### src/hdl/bhms_pkg.sv
// Package for the button to HID mode sequencer.
// Holds the transfer payload types, the mode encoding, button and usage codes.
// No dependencies.
package bhms_pkg;

  localparam logic [2:0] BTN_UP    = 3'd0;
  localparam logic [2:0] BTN_DOWN  = 3'd1;
  localparam logic [2:0] BTN_LEFT  = 3'd2;
  localparam logic [2:0] BTN_RIGHT = 3'd3;
  localparam logic [2:0] BTN_OK    = 3'd4;
  localparam logic [2:0] BTN_BACK  = 3'd5;

  localparam logic [1:0] KIND_SHORT = 2'd0;
  localparam logic [1:0] KIND_LONG  = 2'd1;

  localparam logic [7:0] USE_GUI   = 8'hE3;
  localparam logic [7:0] USE_TAB   = 8'h2B;
  localparam logic [7:0] USE_RET   = 8'h28;
  localparam logic [7:0] USE_RIGHT = 8'h4F;
  localparam logic [7:0] USE_LEFT  = 8'h50;
  localparam logic [7:0] USE_DOWN  = 8'h51;
  localparam logic [7:0] USE_UP    = 8'h52;

  localparam int unsigned MaxRecs    = 3;
  localparam int unsigned QueueDepth = 2;

  typedef enum logic [1:0] {
    MODE_MAIN = 2'd0,
    MODE_APPS = 2'd1,
    MODE_WINS = 2'd2,
    MODE_EXIT = 2'd3
  } mode_e;

  typedef struct packed {
    logic [2:0] button;
    logic [1:0] press_kind;
  } evt_t;

  typedef struct packed {
    logic       report_valid;
    logic       report_release;
    logic [7:0] usage_code;
    logic [1:0] mode_now;
    logic       modifier_held;
    logic       exit_done;
    logic       last;
  } report_t;

  typedef struct packed {
    logic       act;
    logic       rel;
    logic [7:0] code;
    logic       mod;
  } rec_t;

  typedef struct packed {
    rec_t [MaxRecs-1:0] recs;
    logic [1:0]         cnt;
    mode_e              mode;
    logic               exit_flag;
  } plan_t;

  function automatic logic is_dir(logic [2:0] button);
    return (button == BTN_UP) || (button == BTN_DOWN) ||
           (button == BTN_LEFT) || (button == BTN_RIGHT);
  endfunction

  function automatic logic [7:0] remap_usage(logic [2:0] button);
    logic [7:0] code;
    code = USE_UP;
    case (button)
      BTN_LEFT:  code = USE_UP;
      BTN_UP:    code = USE_RIGHT;
      BTN_RIGHT: code = USE_DOWN;
      BTN_DOWN:  code = USE_LEFT;
      default:   code = USE_UP;
    endcase
    return code;
  endfunction

  function automatic rec_t mk_rec(logic rel, logic [7:0] code, logic mod);
    rec_t r;
    r.act  = 1'b1;
    r.rel  = rel;
    r.code = code;
    r.mod  = mod;
    return r;
  endfunction

endpackage

### src/hdl/bhms_front.sv
// Front end: accepts button events, runs the mode machine and builds a record plan.
// Depends on bhms_pkg.
module bhms_front (
  input  logic           clk_i,
  input  logic           rst_ni,
  input  bhms_pkg::evt_t evt_i,
  input  logic           evt_valid_i,
  output logic           evt_ready_o,
  input  logic           queue_full_i,
  output logic           push_o,
  output bhms_pkg::plan_t plan_o
);
  import bhms_pkg::*;

  mode_e mode_q, mode_d;
  logic  gui_q, gui_d;
  logic  exit_q, exit_d;

  logic       press_en, tap_en, rel_en;
  logic [7:0] tap_code;
  logic       shrt;
  logic       mod_tap;
  logic [1:0] n;

  assign evt_ready_o = !queue_full_i;
  assign push_o      = evt_valid_i && evt_ready_o;
  assign shrt        = (evt_i.press_kind == KIND_SHORT);

  always_comb begin
    press_en = 1'b0;
    tap_en   = 1'b0;
    rel_en   = 1'b0;
    tap_code = USE_TAB;
    mode_d   = mode_q;
    exit_d   = exit_q;
    if (!exit_q) begin
      unique case (mode_q)
        MODE_MAIN: begin
          if (shrt) begin
            if (evt_i.button == BTN_OK) begin
              press_en = !gui_q;
              tap_en   = 1'b1;
              tap_code = USE_TAB;
              mode_d   = MODE_APPS;
            end else if (is_dir(evt_i.button)) begin
              tap_en   = 1'b1;
              tap_code = remap_usage(evt_i.button);
            end
          end else if (evt_i.press_kind == KIND_LONG && evt_i.button == BTN_BACK) begin
            exit_d = 1'b0;
            mode_d = MODE_EXIT;
          end
        end
        MODE_APPS: begin
          if (shrt) begin
            if (evt_i.button == BTN_UP) begin
              tap_en   = 1'b1;
              tap_code = USE_RIGHT;
            end else if (evt_i.button == BTN_DOWN) begin
              tap_en   = 1'b1;
              tap_code = USE_LEFT;
            end else if (evt_i.button == BTN_OK) begin
              tap_en   = 1'b1;
              tap_code = USE_RET;
              rel_en   = gui_q;
              mode_d   = MODE_MAIN;
            end else if (evt_i.button == BTN_LEFT) begin
              tap_en   = 1'b1;
              tap_code = USE_UP;
              rel_en   = gui_q;
              mode_d   = MODE_WINS;
            end else if (evt_i.button == BTN_BACK) begin
              rel_en = gui_q;
              mode_d = MODE_MAIN;
            end
          end
        end
        MODE_WINS: begin
          if (shrt) begin
            if (is_dir(evt_i.button)) begin
              tap_en   = 1'b1;
              tap_code = remap_usage(evt_i.button);
            end else if (evt_i.button == BTN_OK) begin
              tap_en   = 1'b1;
              tap_code = USE_RET;
              mode_d   = MODE_MAIN;
            end else if (evt_i.button == BTN_BACK) begin
              press_en = !gui_q;
              tap_en   = 1'b1;
              tap_code = USE_TAB;
              mode_d   = MODE_APPS;
            end
          end
        end
        MODE_EXIT: begin
          if (shrt) begin
            if (evt_i.button == BTN_OK) begin
              exit_d = 1'b1;
              rel_en = gui_q;
            end else if (evt_i.button == BTN_BACK) begin
              exit_d = 1'b0;
              mode_d = MODE_MAIN;
            end
          end
        end
        default: mode_d = mode_q;
      endcase
    end
  end

  assign mod_tap = gui_q || press_en;
  assign gui_d   = press_en ? 1'b1 : (rel_en ? 1'b0 : gui_q);

  always_comb begin
    plan_o.recs = '0;
    n = 2'd0;
    if (press_en) begin
      plan_o.recs[n] = mk_rec(1'b0, USE_GUI, 1'b1);
      n = n + 2'd1;
    end
    if (tap_en) begin
      plan_o.recs[n] = mk_rec(1'b0, tap_code, mod_tap);
      n = n + 2'd1;
      plan_o.recs[n] = mk_rec(1'b1, tap_code, mod_tap);
      n = n + 2'd1;
    end
    if (rel_en) begin
      plan_o.recs[n] = mk_rec(1'b1, USE_GUI, 1'b0);
      n = n + 2'd1;
    end
    if (n == 2'd0) begin
      plan_o.recs[0].mod = gui_q;
      plan_o.cnt = 2'd1;
    end else begin
      plan_o.cnt = n;
    end
    plan_o.mode      = mode_d;
    plan_o.exit_flag = exit_d;
  end

  always_ff @(posedge clk_i or negedge rst_ni) begin
    if (!rst_ni) begin
      mode_q <= MODE_MAIN;
      gui_q  <= 1'b0;
      exit_q <= 1'b0;
    end else if (push_o) begin
      mode_q <= mode_d;
      gui_q  <= gui_d;
      exit_q <= exit_d;
    end
  end

endmodule

### src/hdl/bhms_queue.sv
// Two-entry queue of record plans between the front end and the back end.
// Depends on bhms_pkg.
module bhms_queue (
  input  logic            clk_i,
  input  logic            rst_ni,
  input  logic            push_i,
  input  bhms_pkg::plan_t plan_i,
  output logic            full_o,
  input  logic            pop_i,
  output logic            valid_o,
  output bhms_pkg::plan_t plan_o
);
  import bhms_pkg::*;

  plan_t      mem_q [QueueDepth];
  logic       wptr_q, rptr_q;
  logic [1:0] count_q;

  assign full_o  = (count_q == 2'(QueueDepth));
  assign valid_o = (count_q != 2'd0);
  assign plan_o  = mem_q[rptr_q];

  always_ff @(posedge clk_i) begin
    if (push_i) begin
      mem_q[wptr_q] <= plan_i;
    end
  end

  always_ff @(posedge clk_i or negedge rst_ni) begin
    if (!rst_ni) begin
      wptr_q  <= 1'b0;
      rptr_q  <= 1'b0;
      count_q <= 2'd0;
    end else begin
      if (push_i) begin
        wptr_q <= !wptr_q;
      end
      if (pop_i) begin
        rptr_q <= !rptr_q;
      end
      count_q <= count_q + 2'(push_i) - 2'(pop_i);
    end
  end

endmodule

### src/hdl/bhms_back.sv
// Back end: steps through the records of the head plan into the output register.
// Depends on bhms_pkg.
module bhms_back (
  input  logic              clk_i,
  input  logic              rst_ni,
  input  logic              plan_valid_i,
  input  bhms_pkg::plan_t   plan_i,
  output logic              pop_o,
  output bhms_pkg::report_t report_o,
  output logic              report_valid_o,
  input  logic              report_ready_i
);
  import bhms_pkg::*;

  logic [1:0] idx_q, idx_d;
  logic       out_valid_q, out_valid_d;
  report_t    out_q, out_d;
  logic       take, is_last;
  rec_t       rec;

  assign take    = plan_valid_i && (!out_valid_q || report_ready_i);
  assign rec     = plan_i.recs[idx_q];
  assign is_last = (idx_q == plan_i.cnt - 2'd1);
  assign pop_o   = take && is_last;

  always_comb begin
    idx_d       = idx_q;
    out_valid_d = out_valid_q;
    out_d       = out_q;
    if (take) begin
      idx_d                = is_last ? 2'd0 : idx_q + 2'd1;
      out_valid_d          = 1'b1;
      out_d.report_valid   = rec.act;
      out_d.report_release = rec.rel;
      out_d.usage_code     = rec.code;
      out_d.mode_now       = plan_i.mode;
      out_d.modifier_held  = rec.mod;
      out_d.exit_done      = plan_i.exit_flag;
      out_d.last           = is_last;
    end else if (report_ready_i) begin
      out_valid_d = 1'b0;
    end
  end

  always_ff @(posedge clk_i or negedge rst_ni) begin
    if (!rst_ni) begin
      idx_q       <= 2'd0;
      out_valid_q <= 1'b0;
    end else begin
      idx_q       <= idx_d;
      out_valid_q <= out_valid_d;
    end
  end

  always_ff @(posedge clk_i) begin
    out_q <= out_d;
  end

  assign report_o       = out_q;
  assign report_valid_o = out_valid_q;

endmodule

### src/hdl/button_to_hid_mode_sequencer.sv
// Button to HID mode sequencer, top level; uses bhms_pkg, bhms_front, bhms_queue, bhms_back.
// Path: an accepted event's plan is written into the plan queue, then its records into the output register.
// Throughput: one record per cycle at the output register while the receiver is ready; an event
// has 1 to 3 records; a two-entry plan queue lets events arrive back to back while it is not full.
// Reset: mode main, GUI modifier not held, exit flag clear, queue and output empty.
module button_to_hid_mode_sequencer (
  input  logic              clk_i,
  input  logic              rst_ni,
  input  bhms_pkg::evt_t    evt_i,
  input  logic              evt_valid_i,
  output logic              evt_ready_o,
  output bhms_pkg::report_t report_o,
  output logic              report_valid_o,
  input  logic              report_ready_i
);
  import bhms_pkg::*;

  logic  push, full, pop, head_valid;
  plan_t plan_in, plan_head;

  bhms_front u_front (
    .clk_i       (clk_i),
    .rst_ni      (rst_ni),
    .evt_i       (evt_i),
    .evt_valid_i (evt_valid_i),
    .evt_ready_o (evt_ready_o),
    .queue_full_i(full),
    .push_o      (push),
    .plan_o      (plan_in)
  );

  bhms_queue u_queue (
    .clk_i  (clk_i),
    .rst_ni (rst_ni),
    .push_i (push),
    .plan_i (plan_in),
    .full_o (full),
    .pop_i  (pop),
    .valid_o(head_valid),
    .plan_o (plan_head)
  );

  bhms_back u_back (
    .clk_i         (clk_i),
    .rst_ni        (rst_ni),
    .plan_valid_i  (head_valid),
    .plan_i        (plan_head),
    .pop_o         (pop),
    .report_o      (report_o),
    .report_valid_o(report_valid_o),
    .report_ready_i(report_ready_i)
  );

  a_noact_last: assert property (@(posedge clk_i) disable iff (!rst_ni)
    report_valid_o && !report_o.report_valid |-> report_o.last)
    else $error("no-action record without last mark");

  a_gui_press_mod: assert property (@(posedge clk_i) disable iff (!rst_ni)
    report_valid_o && report_o.report_valid && !report_o.report_release &&
    report_o.usage_code == USE_GUI |-> report_o.modifier_held)
    else $error("GUI press record without modifier held");

  a_gui_rel_mod: assert property (@(posedge clk_i) disable iff (!rst_ni)
    report_valid_o && report_o.report_valid && report_o.report_release &&
    report_o.usage_code == USE_GUI |-> !report_o.modifier_held && report_o.last)
    else $error("GUI release record malformed");

  a_pop_needs_head: assert property (@(posedge clk_i) disable iff (!rst_ni)
    pop |-> head_valid)
    else $error("plan queue popped while empty");

endmodule

### config.mk
export PLATFORM = sky130hd
export DESIGN_NAME = button_to_hid_mode_sequencer
export DESIGN_NICKNAME = d
export VERILOG_FILES = /design/src/hdl/bhms_pkg.sv /design/src/hdl/bhms_front.sv /design/src/hdl/bhms_queue.sv /design/src/hdl/bhms_back.sv /design/src/hdl/button_to_hid_mode_sequencer.sv
export SDC_FILE = /design/constraint.sdc
export NUM_CORES = 1
export LEC_CHECK = 0
export BUFFER_PORTS_ARGS = -buffer_cell sky130_fd_sc_hd__buf_2
export CAP_MARGIN = 20
export CORE_MARGIN = 1
export CORE_UTILIZATION = 54
export CTS_BUF_LIST = sky130_fd_sc_hd__clkbuf_16
export DETAILED_ROUTE_END_ITERATION = 8
export MAX_ROUTING_LAYER = met4
export PLACE_DENSITY_LB_ADDON = 0.2
export SLEW_MARGIN = 15
export SYNTH_ARGS = -nofsm -noshare
export SYNTH_HDL_FRONTEND = slang
export SYNTH_SLANG_ARGS = --single-unit
### constraint.sdc
create_clock -name clk_i -period 2.7 [get_ports clk_i]
set_clock_uncertainty 0.2 [all_clocks]
set_input_delay 0 -clock clk_i [delete_from_list [all_inputs] [get_ports clk_i]]
set_output_delay 0 -clock clk_i [all_outputs]
set_load 0.005 [all_outputs]
==> run_results.csv <==
group,metric,value,unit
global_route,grt_first_pass_wirelength,13.58,mm
worst_setup_path,critPathLaunchType,"input port",
clock_tree,numCtsBuffers,9,
floorplanning,core_area,7888,µm²
flow_run,max-cap-violations,0,
clock_tree,cts_setup_buffers,0,
synthesis,yosys_warnings,0,
pwr,p_sw_frac,0.3079,
worst_setup_path,ff2ff_path_depth,9,
synthesis,async_flop_share,0.1100,
timing,setup_violations,0,
synthesis,avgSynthCellArea,14.03,µm²
worst_setup_path,r2r_end,"u_queue.mem_q[0][5]",
detailed_routing,wl,8.193,mm
worst_setup_path,crit_arrival,2.51,ns
pwr,p_int,3.791,mW
detailed_routing,vias,2702,
min_path,holdPathEnd,"u_queue.mem_q[0][8]",
global_route,grt_remaining_overflow,0,
pwr,ir_drop,0.6877,mV
worst_setup_path,crit_required,2.59,ns
synthesis,ys_seq_elements,100,
synthesis,synth_flop_cell,"edfxtp_1",
synthesis,synth_xor_area_frac,0.01167,
worst_setup_path,worst_path_max_delay_cell,"dlygate4sd3_1",
timing,layout_setup_ws,0.07788,ns
clock_tree,max-clock-path-buffers,2,
clock_tree,htreeDepth,3,
synthesis,ys_seq_area_frac,0.6544,
pwr,combPwrFrac,0.323,
place,preCtsSetupSlack,-0.001550,ns
pwr,p_clk_frac,0.229,
synthesis,synth_top_family_by_area,"simple AND/OR/NAND/NOR gates",
min_path,hold_path.class,"in -> reg",
place,gp_congestion,0.8099,
final_layout,fin_nets,391,
worst_setup_path,cp_max_fo,4,
detailed_routing,wire_per_inst,17.07,µm
clock_tree,clock-root-buffer,"clkbuf_16",
pwr,switchingPower,1.686,mW
detailed_routing,drc,0,
pwr,p_per_area,1036,nW/µm²
timing,hold_viol,0,
detailed_routing,firstDrtPassIters,5,
global_route,grt_use_total,0.2175,
final_layout,layout-drive-gt1-share,0.2487,
floorplanning,placementRows,32,
final_layout,num-fill-cells,557,
timing,fmax,0.3814,GHz
synthesis,synth_fa_ha_area_frac,0.02722,
pwr,seq_power_share,0.448,
clock_tree,path_clk_slew,0.06,ns
final_layout,area.growth.synth_to_final,17.36,%
synthesis,yosys.area_share.simple,0.1044,
synthesis,synth_cell_types,49,
min_path,holdPathStages,3,
timing,relSlewSlack,0.6471,
synthesis,synth_enable_flop_cells,89,
timing,final_max_slew_viol_count,0,
worst_setup_path,cpPeakStageDelay,0.53,ns
worst_setup_path,worst_r2r_startpoint,"u_front.mode_q[1]",
detailed_routing,dr.first_iter.drc_count,125,
worst_setup_path,end_kind,"flop",
clock_tree,insertion_delay,0.34,ns
worst_setup_path,path_cells,"dlygate4sd3_1 -> buf_2 -> nand2b_2 -> or4_4 -> or3_4 -> ha_4 -> nand3_2 -> nor2_4 -> a21oi_1 -> o21ai_1 -> nand2_1",
floorplanning,die_h,93.33,µm
floorplanning,die_x,93.33,µm
outcome,outcome,"finished, final reports clean",
worst_setup_path,rrSetupSlack,0.08,ns
synthesis,synthCells,321,
floorplanning,die_area,8710,µm²
detailed_routing,vias_per_cell,5.629,
min_path,min_from,"evt_i[2]",
global_route,grt_start_max_net_pins,38,
synthesis,synthMuxAreaShare,0.09417,
timing,tightest_slew,0.5293,ns
timing,min_period_over_period,0.9712,
pwr,power.leakage,2.097,nW
clock_tree,cts.sinks,100,
synthesis,synth_compound_area_frac,0.07028,
global_route,grt_pass1_vias,2754,
floorplanning,start_util,0.5711,
timing,min_period,2.622,ns
detailed_routing,ant_nets,0,
global_route,antenna_found_initial,0,
synthesis,synth_area,4504,µm²
floorplanning,io_pins,26,
timing,whs,0.01988,ns
worst_setup_path,crit_type,"in -> reg",
final_layout,antenna_cells,0,
place,portBuffers,25,
clock_tree,cts_tree,"done",
place,dp_hpwl,5.273,mm
worst max-delay path, delay by kind of cell:
| kind | cells | cell delay [ns] |
|---|---|---|
| AOI/OAI and AO/OA | 2 | 0.20 |
| buffers and inverters | 2 | 0.65 |
| adders and majority gates | 1 | 0.28 |
| and+or+nand+nor | 6 | 1.37 |
per-stage QoR:
step	total power, mW	std cells	area, µm²	utilization	setup TNS (ns)
global route	5.793	480	5286	0.6702	-0.01901
finish	5.477	480	5286	0.6702	0
detailed placement	4.252	455	4873	0.6179	-0.003059
global placement	4.180	455	4873	0.6179	0
CTS	5.524	480	5260	0.6669	0
floorplan	3.684	324	4546	-	0
metal layers:
| metal | routed length (µm) | GRT usage | up-vias |
|---|---|---|---|
| met3 | 286 | 0.04634 | 11 |
| li1 | - | - | 1300 |
| met1 | 3572 | 0.2640 | 1343 |
| met2 | 4220 | 0.3640 | 48 |
| met5 | 0 | - | - |
| met4 | 114 | 0.07436 | 0 |
cell usage after synthesis (all sizes together), types with 6 or more instances:
cell type / number / area (µm²)
o22ai: 9 / 56.30
a21oi: 7 / 35.03
o21ai: 17 / 85.08
mux4: 11 / 247.7
mux2i: 12 / 120.1
buf: 7 / 46.29
edfxtp: 89 / 2673
xnor2: 6 / 52.55
dfrtp: 11 / 275.3
nand2b: 10 / 62.56
ha: 9 / 112.6
nor2: 10 / 37.54
inv: 23 / 86.33
clkbuf: 9 / 33.78
nand2: 27 / 101.4
worst max path at each step:
stage	to	from	slack [ns]	depth (start not counted)
floorplan	u_queue.mem_q[0][3]	u_front.mode_q[1]	0.005	10
global placement	u_queue.mem_q[1][6]	u_front.mode_q[1]	0.04	8
detailed placement	u_queue.mem_q[0][7]	u_front.mode_q[1]	-0.002	8
CTS	u_queue.mem_q[0][6]	evt_i[3]	0.01	10
global route	u_queue.mem_q[0][5]	u_front.mode_q[1]	-0.01	9
finish	u_queue.mem_q[0][5]	evt_i[3]	0.08	11
cell type report:
type / instances / area (µm²) / area share
tap: 102 / 127.6 / 0.02414
inverter: 23 / 86.33 / 0.01633
clock buffer: 9 / 225.2 / 0.04260
clock inverter: 7 / 66.31 / 0.01254
multi-input combinational: 185 / 1464 / 0.2769
sequential: 100 / 2948 / 0.5576
timing repair buffer: 54 / 369.1 / 0.06982
logic make-up (layout without fill, tap and decap cells):
kind of cell | after synthesis | after routing
and+or+nand+nor | 88 | 88
DFF | 100 | 100
xor gates and xnor gates | 6 | 6
adders and majority gates | 10 | 10
AOI/OAI and AO/OA | 49 | 49
buffers and inverters | 39 | 93
other | 1 | 4
muxes | 28 | 28
placed cells by master, fill, tap and decap left out, types with 9 or more instances in the layout:
cell type and count:
buf_2 25, buf_4 19, clkbuf_16 9, dfrtp_1 11, dlygate4sd3_1 9, edfxtp_1 89
inv_1 20, mux2i_1 12, mux4_2 11, nand2_1 26, nand2b_1 9, o21ai_0 11
o22ai_1 9
flip-flops by register name (all words and copies together), names as in the netlist:
signal and cells:
u_queue.wptr_q 1, u_front.mode_q 2, u_front.gui_q 1, u_back.report_valid_o 1, u_back.idx_q 2, u_back.report_o 15, u_front.exit_q 1, u_queue.count_q 2
u_queue.mem_q 74, u_queue.rptr_q 1
timing repair:
action                                 in CTS  in global routing
hold buffers                                9                  0
endpoints found under the hold margin      20                  0
resized for setup                           2                  7
pin swaps                                   0                  1
setup endpoints to repair                   7                 24
power by group through the flow:
stage	registers, mW	logic [mW]	clock network [mW]
6_report	2.45	1.77	1.25
5_1_grt	2.50	1.96	1.34
2_1_floorplan	2.46	1.22	0
3_5_place_dp	2.48	1.77	0
3_3_place_gp	2.47	1.71	0
4_1_cts	2.45	1.79	1.28
Power figures use the tool's default switching activity.
